`config.mk`:
```
export PLATFORM = sky130hd
export DESIGN_NAME = periodic_task_and_timer_scheduler_flat
export DESIGN_NICKNAME = d
export VERILOG_FILES = /design/src/ptts_pkg.sv /design/src/ptts_if.sv /design/src/periodic_task_and_timer_scheduler.sv /design/src/ptts_cell.sv /design/src/flat_wrapper.sv
export SDC_FILE = /design/constraint.sdc
export NUM_CORES = 1
export LEC_CHECK = 0
export BUFFER_PORTS_ARGS = -buffer_cell sky130_fd_sc_hd__buf_2
export CORE_ASPECT_RATIO = 1.25
export CORE_UTILIZATION = 46
export DETAILED_ROUTE_END_ITERATION = 8
export SYNTH_ARGS = -nofsm -noshare
export SYNTH_HDL_FRONTEND = slang
export SYNTH_SLANG_ARGS = --single-unit
```
`constraint.sdc`:
```
create_clock -name i_clk -period 30.5 [get_ports i_clk]
set_input_delay 4.575 -clock i_clk [delete_from_list [all_inputs] [get_ports i_clk]]
set_output_delay 4.575 -clock i_clk [all_outputs]
set_load 0.02 [all_outputs]
```
`src/ptts_pkg.sv`:
```
// package: request codes, result kinds, entry types and defaults for the scheduler
package ptts_pkg;

    localparam int DEF_MAX_TASKS  = 8;
    localparam int DEF_MAX_TIMERS = 8;

    localparam int REQ_W   = 4;
    localparam int ID_W    = 4;
    localparam int TIME_W  = 16;
    localparam int STEP_W  = 10;
    localparam int ELAP_W  = 17;
    localparam int KIND_W  = 2;
    localparam int REM_W   = STEP_W + 1;

    localparam logic [STEP_W-1:0] STEP_RESET = 10'd1;

    typedef enum logic [REQ_W-1:0] {
        REQ_TICK         = 4'd0,
        REQ_ADD_TASK     = 4'd1,
        REQ_STOP_TASK    = 4'd2,
        REQ_START_TASK   = 4'd3,
        REQ_SET_PERIOD   = 4'd4,
        REQ_ADD_TIMER    = 4'd5,
        REQ_READ_TIMER   = 4'd6,
        REQ_RELOAD_TIMER = 4'd7,
        REQ_START_TIMER  = 4'd8,
        REQ_STOP_TIMER   = 4'd9
    } t_req;

    typedef enum logic [KIND_W-1:0] {
        KIND_STATUS   = 2'd0,
        KIND_DISPATCH = 2'd1,
        KIND_EXPIRY   = 2'd2,
        KIND_DONE     = 2'd3
    } t_kind;

    typedef struct packed {
        logic              enabled;
        logic [ELAP_W-1:0] elapsed;
        logic [TIME_W-1:0] period;
    } t_task;

    typedef struct packed {
        logic              running;
        logic [TIME_W-1:0] reload;
        logic [TIME_W-1:0] remaining;
    } t_timer;

endpackage

```
`src/ptts_if.sv`:
```
// interfaces: request channel and result channel
interface ptts_req_if;
    logic                          valid;
    logic                          ready;
    logic [ptts_pkg::REQ_W-1:0]    req_type;
    logic [ptts_pkg::ID_W-1:0]     item_id;
    logic [ptts_pkg::TIME_W-1:0]   time_value;

    modport source (output valid, req_type, item_id, time_value, input ready);
    modport sink   (input valid, req_type, item_id, time_value, output ready);
endinterface

interface ptts_res_if;
    logic                          valid;
    logic                          ready;
    logic [ptts_pkg::KIND_W-1:0]   result_kind;
    logic                          ok;
    logic [ptts_pkg::ID_W-1:0]     out_id;
    logic [ptts_pkg::TIME_W-1:0]   count_value;
    logic                          last;

    modport source (output valid, result_kind, ok, out_id, count_value, last, input ready);
    modport sink   (input valid, result_kind, ok, out_id, count_value, last, output ready);
endinterface

```
`src/periodic_task_and_timer_scheduler.sv`:
```
// top level: periodic task and timer scheduler built from two rotating chains of entry cells
// a command runs a remainder check of its time value by the tick step, a walk over the task
// cells and then the timer cells, and a final status result; a tick skips the remainder check
// one item at a time; a full result register stalls the walk until it is taken
// reset is synchronous active low: tick step 1, both tables empty, no result pending
module periodic_task_and_timer_scheduler #(
    parameter int MAX_TASKS  = ptts_pkg::DEF_MAX_TASKS,
    parameter int MAX_TIMERS = ptts_pkg::DEF_MAX_TIMERS
) (
    input  logic                        i_clk,
    input  logic                        i_rst_n,
    input  logic                        i_cfg_we,
    input  logic [ptts_pkg::STEP_W-1:0] i_cfg_data,
    ptts_req_if.sink                    i_req,
    ptts_res_if.source                  o_res
);
    import ptts_pkg::*;

    localparam int NMAX  = (MAX_TASKS > MAX_TIMERS) ? MAX_TASKS : MAX_TIMERS;
    localparam int CW    = (NMAX > 1) ? $clog2(NMAX) : 1;
    localparam int TOTW  = $clog2(NMAX + 1);
    localparam int TSK_W = $bits(t_task);
    localparam int TMR_W = $bits(t_timer);

    typedef enum logic [4:0] {
        S_IDLE  = 5'b00001,
        S_MOD   = 5'b00010,
        S_TASK  = 5'b00100,
        S_TIMER = 5'b01000,
        S_FIN   = 5'b10000
    } t_state;

    t_state              r_state, n_state;
    logic [STEP_W-1:0]   r_step;
    logic [REQ_W-1:0]    r_req;
    logic [ID_W-1:0]     r_id;
    logic [TIME_W-1:0]   r_tv;
    logic [REM_W-1:0]    r_rem, n_rem;
    logic [3:0]          r_bit;
    logic [CW-1:0]       r_idx;
    logic [TOTW-1:0]     r_task_total, r_timer_total;
    logic [TIME_W-1:0]   r_cnt;
    logic                r_ovalid;
    logic [KIND_W-1:0]   r_okind;
    logic                r_ook;
    logic [ID_W-1:0]     r_oid;
    logic [TIME_W-1:0]   r_ocnt;
    logic                r_olast;

    logic [STEP_W-1:0]   step_eff;
    logic [REM_W-1:0]    rem_sh;
    logic                mult, is_tick, task_ok, tmr_ok, task_sel, tmr_sel;
    logic                out_free, emit, advance, last_idx, shift_task, shift_tmr;
    logic                task_add, tmr_add, task_reg, tmr_reg, due;
    logic [ELAP_W:0]     el_sum;
    logic [ELAP_W-1:0]   el0;
    t_task               task_head, task_new;
    t_timer              tmr_head, tmr_new;
    logic [KIND_W-1:0]   e_kind;
    logic                e_ok;
    logic [ID_W-1:0]     e_id;
    logic [TIME_W-1:0]   e_cnt;
    logic                e_last;
    logic [TSK_W-1:0]    task_link [MAX_TASKS+1];
    logic [TMR_W-1:0]    tmr_link  [MAX_TIMERS+1];

    genvar g;
    generate
        for (g = 0; g < MAX_TASKS; g++) begin : g_task
            ptts_cell #(.W(TSK_W)) u_cell (
                .i_clk  (i_clk),
                .i_shift(shift_task),
                .i_data (task_link[g+1]),
                .o_data (task_link[g])
            );
        end
        for (g = 0; g < MAX_TIMERS; g++) begin : g_tmr
            ptts_cell #(.W(TMR_W)) u_cell (
                .i_clk  (i_clk),
                .i_shift(shift_tmr),
                .i_data (tmr_link[g+1]),
                .o_data (tmr_link[g])
            );
        end
    endgenerate

    assign task_link[MAX_TASKS] = task_new;
    assign tmr_link[MAX_TIMERS] = tmr_new;
    assign task_head = t_task'(task_link[0]);
    assign tmr_head  = t_timer'(tmr_link[0]);

    assign step_eff = (r_step == '0) ? STEP_W'(1) : r_step;
    assign rem_sh   = {r_rem[REM_W-2:0], r_tv[r_bit]};
    assign mult     = (r_rem == '0);
    assign is_tick  = (r_req == REQ_TICK);
    assign task_ok  = (r_id != '0) && (int'(r_id) <= int'(r_task_total));
    assign tmr_ok   = (r_id != '0) && (int'(r_id) <= int'(r_timer_total));
    assign task_sel = task_ok && (int'(r_idx) + 1 == int'(r_id));
    assign tmr_sel  = tmr_ok && (int'(r_idx) + 1 == int'(r_id));
    assign task_reg = int'(r_idx) < int'(r_task_total);
    assign tmr_reg  = int'(r_idx) < int'(r_timer_total);
    assign task_add = (int'(r_idx) == int'(r_task_total)) && (int'(r_task_total) < MAX_TASKS)
                      && mult;
    assign tmr_add  = (int'(r_idx) == int'(r_timer_total))
                      && (int'(r_timer_total) < MAX_TIMERS) && mult;
    assign out_free = !r_ovalid || o_res.ready;
    assign i_req.ready = (r_state == S_IDLE);

    always_comb begin
        n_rem = (rem_sh >= REM_W'(step_eff)) ? rem_sh - REM_W'(step_eff) : rem_sh;

        due    = task_head.elapsed >= ELAP_W'(task_head.period);
        el0    = due ? '0 : task_head.elapsed;
        el_sum = {1'b0, el0} + (ELAP_W+1)'(step_eff);

        task_new = task_head;
        if (is_tick && task_reg) begin
            task_new.elapsed = el_sum[ELAP_W] ? {ELAP_W{1'b1}} : el_sum[ELAP_W-1:0];
        end else if (r_req == REQ_ADD_TASK && task_add) begin
            task_new.enabled = 1'b1;
            task_new.elapsed = '0;
            task_new.period  = r_tv;
        end else if ((r_req == REQ_STOP_TASK || r_req == REQ_START_TASK) && task_sel) begin
            task_new.enabled = (r_req == REQ_START_TASK);
        end else if (r_req == REQ_SET_PERIOD && task_sel && mult) begin
            task_new.period = r_tv;
        end

        tmr_new = tmr_head;
        if (is_tick && tmr_reg) begin
            if (tmr_head.running) begin
                tmr_new.remaining = (tmr_head.remaining >= TIME_W'(step_eff))
                                    ? tmr_head.remaining - TIME_W'(step_eff) : '0;
            end
        end else if (r_req == REQ_ADD_TIMER && tmr_add) begin
            tmr_new.running   = 1'b0;
            tmr_new.reload    = r_tv;
            tmr_new.remaining = r_tv;
        end else if (r_req == REQ_RELOAD_TIMER && tmr_sel && mult) begin
            tmr_new.running   = 1'b1;
            tmr_new.reload    = r_tv;
            tmr_new.remaining = r_tv;
        end else if (r_req == REQ_START_TIMER && tmr_sel) begin
            tmr_new.running = 1'b1;
            if (tmr_head.remaining == '0) begin
                tmr_new.remaining = tmr_head.reload;
            end
        end else if (r_req == REQ_STOP_TIMER && tmr_sel) begin
            tmr_new.running = 1'b0;
        end

        e_kind = KIND_STATUS;
        e_ok   = 1'b1;
        e_id   = ID_W'(r_idx) + ID_W'(1);
        e_cnt  = '0;
        e_last = 1'b0;
        emit   = 1'b0;
        case (r_state)
            S_TASK: begin
                e_kind = KIND_DISPATCH;
                emit   = is_tick && task_reg && due && task_head.enabled;
            end
            S_TIMER: begin
                e_kind = KIND_EXPIRY;
                emit   = is_tick && tmr_reg && (tmr_head.remaining == '0);
            end
            S_FIN: begin
                emit   = 1'b1;
                e_last = 1'b1;
                e_id   = '0;
                case (r_req)
                    REQ_TICK: begin
                        e_kind = KIND_DONE;
                    end
                    REQ_ADD_TASK: begin
                        e_ok = (int'(r_task_total) < MAX_TASKS) && mult;
                        e_id = e_ok ? ID_W'(r_task_total) + ID_W'(1) : '0;
                    end
                    REQ_STOP_TASK, REQ_START_TASK: e_ok = task_ok;
                    REQ_SET_PERIOD:                e_ok = task_ok && mult;
                    REQ_ADD_TIMER: begin
                        e_ok = (int'(r_timer_total) < MAX_TIMERS) && mult;
                        e_id = e_ok ? ID_W'(r_timer_total) + ID_W'(1) : '0;
                    end
                    REQ_READ_TIMER: begin
                        e_ok  = tmr_ok;
                        e_cnt = tmr_ok ? r_cnt : '0;
                    end
                    REQ_RELOAD_TIMER:               e_ok = tmr_ok && mult;
                    REQ_START_TIMER, REQ_STOP_TIMER: e_ok = tmr_ok;
                    default:                        e_ok = 1'b0;
                endcase
            end
            default: emit = 1'b0;
        endcase
        advance = !emit || out_free;

        last_idx = 1'b0;
        case (r_state)
            S_TASK:  last_idx = (int'(r_idx) == MAX_TASKS - 1);
            S_TIMER: last_idx = (int'(r_idx) == MAX_TIMERS - 1);
            default: last_idx = 1'b0;
        endcase
        shift_task = (r_state == S_TASK) && advance;
        shift_tmr  = (r_state == S_TIMER) && advance;

        n_state = r_state;
        case (r_state)
            S_IDLE: begin
                if (i_req.valid) begin
                    n_state = (i_req.req_type == REQ_TICK) ? S_TASK : S_MOD;
                end
            end
            S_MOD:   if (r_bit == '0) n_state = S_TASK;
            S_TASK:  if (advance && last_idx) n_state = S_TIMER;
            S_TIMER: if (advance && last_idx) n_state = S_FIN;
            S_FIN:   if (advance) n_state = S_IDLE;
            default: n_state = S_IDLE;
        endcase
    end

    always_ff @(posedge i_clk) begin
        if (!i_rst_n) begin
            r_state       <= S_IDLE;
            r_step        <= STEP_RESET;
            r_task_total  <= '0;
            r_timer_total <= '0;
            r_ovalid      <= 1'b0;
            r_idx         <= '0;
        end else begin
            r_state <= n_state;
            if (i_cfg_we) begin
                r_step <= i_cfg_data;
            end
            if ((shift_task || shift_tmr) && !last_idx) begin
                r_idx <= r_idx + CW'(1);
            end else if (shift_task || shift_tmr) begin
                r_idx <= '0;
            end
            if (r_state == S_FIN && advance) begin
                if (r_req == REQ_ADD_TASK && e_ok) begin
                    r_task_total <= r_task_total + TOTW'(1);
                end
                if (r_req == REQ_ADD_TIMER && e_ok) begin
                    r_timer_total <= r_timer_total + TOTW'(1);
                end
            end
            if (emit && advance) begin
                r_ovalid <= 1'b1;
            end else if (o_res.ready) begin
                r_ovalid <= 1'b0;
            end
        end
    end

    always_ff @(posedge i_clk) begin
        if (r_state == S_IDLE && i_req.valid) begin
            r_req <= i_req.req_type;
            r_id  <= i_req.item_id;
            r_tv  <= i_req.time_value;
            r_rem <= '0;
            r_bit <= 4'd15;
            r_cnt <= '0;
        end
        if (r_state == S_MOD) begin
            r_rem <= n_rem;
            r_bit <= r_bit - 4'd1;
        end
        if (r_state == S_TIMER && r_req == REQ_READ_TIMER && tmr_sel) begin
            r_cnt <= tmr_head.remaining;
        end
        if (emit && advance) begin
            r_okind <= e_kind;
            r_ook   <= e_ok;
            r_oid   <= e_id;
            r_ocnt  <= e_cnt;
            r_olast <= e_last;
        end
    end

    assign o_res.valid       = r_ovalid;
    assign o_res.result_kind = r_okind;
    assign o_res.ok          = r_ook;
    assign o_res.out_id      = r_oid;
    assign o_res.count_value = r_ocnt;
    assign o_res.last        = r_olast;
endmodule

```
`src/ptts_cell.sv`:
```
// one entry cell of a rotating table chain
module ptts_cell #(
    parameter int W = 34
) (
    input  logic         i_clk,
    input  logic         i_shift,
    input  logic [W-1:0] i_data,
    output logic [W-1:0] o_data
);
    logic [W-1:0] r_data;

    always_ff @(posedge i_clk) begin
        if (i_shift) begin
            r_data <= i_data;
        end
    end

    assign o_data = r_data;
endmodule

```
`src/flat_wrapper.sv`:
```
// flat-port wrapper written by rule: the top's interface ports become plain ports
module periodic_task_and_timer_scheduler_flat import ptts_pkg::*;
#(
    parameter int MAX_TASKS  = ptts_pkg::DEF_MAX_TASKS,
    parameter int MAX_TIMERS = ptts_pkg::DEF_MAX_TIMERS
)
  (i_clk, i_rst_n, i_cfg_we, i_cfg_data, i_req_valid, i_req_req_type, i_req_item_id, i_req_time_value, i_req_ready, o_res_valid, o_res_result_kind, o_res_ok, o_res_out_id, o_res_count_value, o_res_last, o_res_ready);
  ptts_req_if i_req_i ();
  ptts_res_if o_res_i ();
  input  logic i_clk;
  input  logic i_rst_n;
  input  logic i_cfg_we;
  input  logic [ptts_pkg::STEP_W-1:0] i_cfg_data;
  input wire logic [$bits(i_req_i.valid)-1:0] i_req_valid;
  input wire logic [$bits(i_req_i.req_type)-1:0] i_req_req_type;
  input wire logic [$bits(i_req_i.item_id)-1:0] i_req_item_id;
  input wire logic [$bits(i_req_i.time_value)-1:0] i_req_time_value;
  output wire logic [$bits(i_req_i.ready)-1:0] i_req_ready;
  output wire logic [$bits(o_res_i.valid)-1:0] o_res_valid;
  output wire logic [$bits(o_res_i.result_kind)-1:0] o_res_result_kind;
  output wire logic [$bits(o_res_i.ok)-1:0] o_res_ok;
  output wire logic [$bits(o_res_i.out_id)-1:0] o_res_out_id;
  output wire logic [$bits(o_res_i.count_value)-1:0] o_res_count_value;
  output wire logic [$bits(o_res_i.last)-1:0] o_res_last;
  input wire logic [$bits(o_res_i.ready)-1:0] o_res_ready;
  assign i_req_i.valid = i_req_valid;
  assign i_req_i.req_type = i_req_req_type;
  assign i_req_i.item_id = i_req_item_id;
  assign i_req_i.time_value = i_req_time_value;
  assign i_req_ready = i_req_i.ready;
  assign o_res_valid = o_res_i.valid;
  assign o_res_result_kind = o_res_i.result_kind;
  assign o_res_ok = o_res_i.ok;
  assign o_res_out_id = o_res_i.out_id;
  assign o_res_count_value = o_res_i.count_value;
  assign o_res_last = o_res_i.last;
  assign o_res_i.ready = o_res_ready;
  periodic_task_and_timer_scheduler #(.MAX_TASKS(MAX_TASKS), .MAX_TIMERS(MAX_TIMERS)) u_core (.i_clk(i_clk), .i_rst_n(i_rst_n), .i_cfg_we(i_cfg_we), .i_cfg_data(i_cfg_data), .i_req(i_req_i), .o_res(o_res_i));
endmodule
```
==> out/metrics.yaml <==
synthesis:
  yosys.area_share.simple_pct: 7.805
  ys_seq_area_share_pct: 78.11
  syn_nets: 1546
  yosys.area_share.xor_xnor_pct: 1.260
  synth.avg_cell_area_sq_um: 16.91
  synth_top_family_by_area: "simple AND/OR/NAND/NOR gates"
  synth_cell_types: 79
  yosys_warnings: 0
  async_reset_ff_share_pct: 0
  synth-seq-cells: 642
  syn-cell-area_sq_mm: 0.02434
  synthAdderAreaFrac_pct: 3.589
  synth-compound-area-share_pct: 5.450
  synth_edf_count: 615
  synth_flop_cell: "edfxtp_1"
  synth.area.mux_share_pct: 2.149
  syn_inst: 1439
floorplanning:
  ios: 65
  placementRows: 93
  die-area_sq_mm: 0.05383
  start_util_pct: 46.89
  core_sq_mm: 0.05190
  die_w_um: 207.7
  die_h_um: 259.2
sta:
  finalMaxSlewViolations: 0
  setup_viol: 0
  fin_ws_ns: 22.76
  holdWs_ns: 0.4103
  rsz0062_at_grt: "false"
  worst_slew_pin_slew_ns: 1.302
  max_freq_mhz: 129.1
  timing.setup.tns_ns: 0
  maxSlewHeadroom_pct: 13.22
  min_period_ns: 7.744
  finalCritPeriodShare_pct: 25.39
  skew_ns: 0.02598
  hold_viol_final: 0
route:
  drt_wl_total_mm: 43.75
  post-route-drc-count: 0
  antenna_left: 0
  vias: 11990
  drt_first_iter_violations: 859
  viasPerCell: 5.323
  routedWlPerCell_um: 19.42
  firstDrtPassIters: 5
clock_tree:
  clock_latency_ns: 0.62
  cts.path.max_buffers: 3
  ctsResizeCount: 0
  root_buffer: "clkbuf_16"
  clkTransAtPathRegs_ns: 0.06
  cts_setup_buffers: 0
  clock_sinks: 642
  cts_tree: "done"
  hold_buffers: 0
  cts_buffers: 60
  cts_htree_levels: 2
placement:
  dpl-instance-area_sq_mm: 0.02540
  place_ws_ns: 22.09
  routabilityCongestion: 0.8824
  port_buffers: 64
  dpl.hpwl_mm: 28.90
cells_and_area:
  antennaDiodeCount: 0
  syn2layout_area_growth_pct: 12.68
  drive_above_1_share_pct: 14.29
  postLayoutCellArea_sq_mm: 0.02742
  layout.nets: 1644
global_route:
  antenna_found_initial: 0
  grt_max_degree: 95
  overflow: 0
  grt_pass1_wl_mm: 67.48
  globalRouteTotalUtil_pct: 16.43
  first_global_vias: 11840
worst_setup_path:
  r2r_setup_slack_ns: 24.97
  timing.rr.end: "u_core.g_task[2].u_cell.o_data[11]$_DFFE_PP_"
  crit_type: "primary input to flop"
  reg2reg_depth: 11
  worst_setup_path_start_kind: "primary input"
  cp_data_required_time_ns: 30.72
  cp_max_fo: 89
  arrival_ns: 7.96
  startpoint: "o_res_ready"
  crit_path_end_kind: "flop"
  worstSetupEndpoint: "u_core.g_task[2].u_cell.o_data[11]$_DFFE_PP_"
  r2r_start: "u_core.g_task[0].u_cell.o_data[28]$_DFFE_PP_"
worst_hold_path:
  hold_path_class: "flop to flop"
  worstHoldStart: "u_core.g_task[2].u_cell.o_data[15]$_DFFE_PP_"
power:
  powerDensity_mw_per_mm2: 65.63
  ir_drop_v: 0.00004530
  fin_total_pwr_mw: 1.800
  leakage_nw: 9.464
run_status:
  status: "finished, final reports clean"
flow_run:
  maxCapViolations: 0
how the worst min path moves through the flow:
stage                     slack, ns  depth (start not counted)                                      endpoint
after floorplan                0.40                          0   u_core.g_task[0].u_cell.o_data[0]$_DFFE_PP_
after global placement         0.40                          0   u_core.g_task[3].u_cell.o_data[3]$_DFFE_PP_
after detailed placement       0.40                          0  u_core.g_task[0].u_cell.o_data[14]$_DFFE_PP_
after CTS                      0.40                          0  u_core.g_task[1].u_cell.o_data[15]$_DFFE_PP_
after global routing           0.41                          0  u_core.g_task[1].u_cell.o_data[15]$_DFFE_PP_
final                          0.41                          0  u_core.g_task[1].u_cell.o_data[15]$_DFFE_PP_
sequential cells by signal (all words and copies together) (netlist names):
name and count:
u_core.r_timer_total 4, u_core.o_res.result_kind 2, u_core.o_res.valid 1, u_core.r_rem 11
u_core.g_task.u_cell.o_data 272, u_core.r_step 10, u_core.r_tv 16, u_core.r_idx 3
u_core.o_res.count_value 16, u_core.o_res.ok 1, u_core.r_cnt 16, u_core.r_state 5
u_core.r_id 4, u_core.r_req 4, u_core.o_res.out_id 4, u_core.r_bit 4
u_core.o_res.last 1, u_core.g_tmr.u_cell.o_data 264, u_core.r_task_total 4
report_power, final:
part           internal (mW)  switching [mW]  leakage, nW
Combinational         0.0250          0.0370         2.63
Sequential             0.968          0.0116         5.82
Clock                  0.439           0.319         1.01
through the flow:
stage,std cells,utilization (%)
finish,2253,52.84
global route,2253,52.84
CTS,2253,52.84
detailed placement,2140,48.95
global placement,2140,48.95
floorplan,1439,-
cell usage in the layout, fill, tap and decap left out, types with 8 or more instances in the layout:
cell type,n
a21o_1,13
clkbuf_16,61
edfxtp_1,615
nor4_1,8
xor2_1,15
clkinv_1,11
nand3_1,25
ha_1,65
buf_4,9
nor2_1,56
mux2i_1,23
dfxtp_1,27
buf_2,64
nor2b_1,27
a211oi_1,9
a221oi_1,8
o21a_1,13
a21oi_1,32
nor3_1,23
clkinv_2,18
inv_1,59
nand2_1,111
o21ai_0,31
o22ai_1,13
and2_1,50
bufinv_16,8
mux2_2,16
xnor2_1,20
nand4_1,11
Yosys cell counts, drive strengths merged, types with 7 or more instances:
cell / instances / share of area (%)
o21a: 13 / 0.40
a211oi: 10 / 0.33
nor3: 25 / 0.58
buf: 12 / 0.34
inv: 59 / 0.91
or4: 7 / 0.25
o21ai: 32 / 0.67
nand3: 27 / 0.60
a2111oi: 7 / 0.25
mux2i: 23 / 0.95
nand3b: 7 / 0.22
a221oi: 8 / 0.29
xnor2: 20 / 0.72
nand2: 111 / 1.7
edfxtp: 615 / 76
nor2b: 27 / 0.69
o22ai: 13 / 0.33
dfxtp: 27 / 2.2
mux2: 16 / 0.74
nand4: 11 / 0.28
xor2: 15 / 0.54
and2: 52 / 1.3
a21o: 18 / 0.58
a21oi: 32 / 0.66
ha: 65 / 3.3
o31ai: 8 / 0.27
nor4: 12 / 0.42
clkbuf: 25 / 0.39
nor2: 60 / 0.94
layer usage:
layer | up-vias | global-route usage [%] | wire, um
met2 | 231 | 26.97 | 21180
met4 | 0 | 5.309 | 1069
met1 | 5991 | 22.39 | 19690
met3 | 64 | 2.903 | 1815
li1 | 5707 | - | -
met5 | - | 0 | 0
cell families (layout without fill, tap and decap cells):
| group | count (synthesis) | after routing |
|---|---|---|
| flops | 642 | 642 |
| buf+inv | 96 | 245 |
| xor+xnor | 35 | 35 |
| compound gates | 190 | 190 |
| fa+ha+maj | 68 | 68 |
| mux | 44 | 44 |
| simple gates | 364 | 364 |
layout make-up:
class / instances / area (sq um)
Clock inverter: 44 / 442.9
Sequential cell: 642 / 19010
Fill cell: 4190 / 24480
Tap cell: 665 / 832.0
Clock buffer: 69 / 1577
Inverter: 59 / 221.5
Multi-Input combinational cell: 701 / 4952
Timing Repair Buffer: 73 / 387.9
worst max-delay path, cell delays in order:
cell and delay [ns]:
buf_2 0.08, nor2b_1 0.08, and2_1 0.18, or2_2 0.36, nor2_4 0.76, buf_4 0.88
buf_4 0.94
Power figures use the tool's default switching activity.
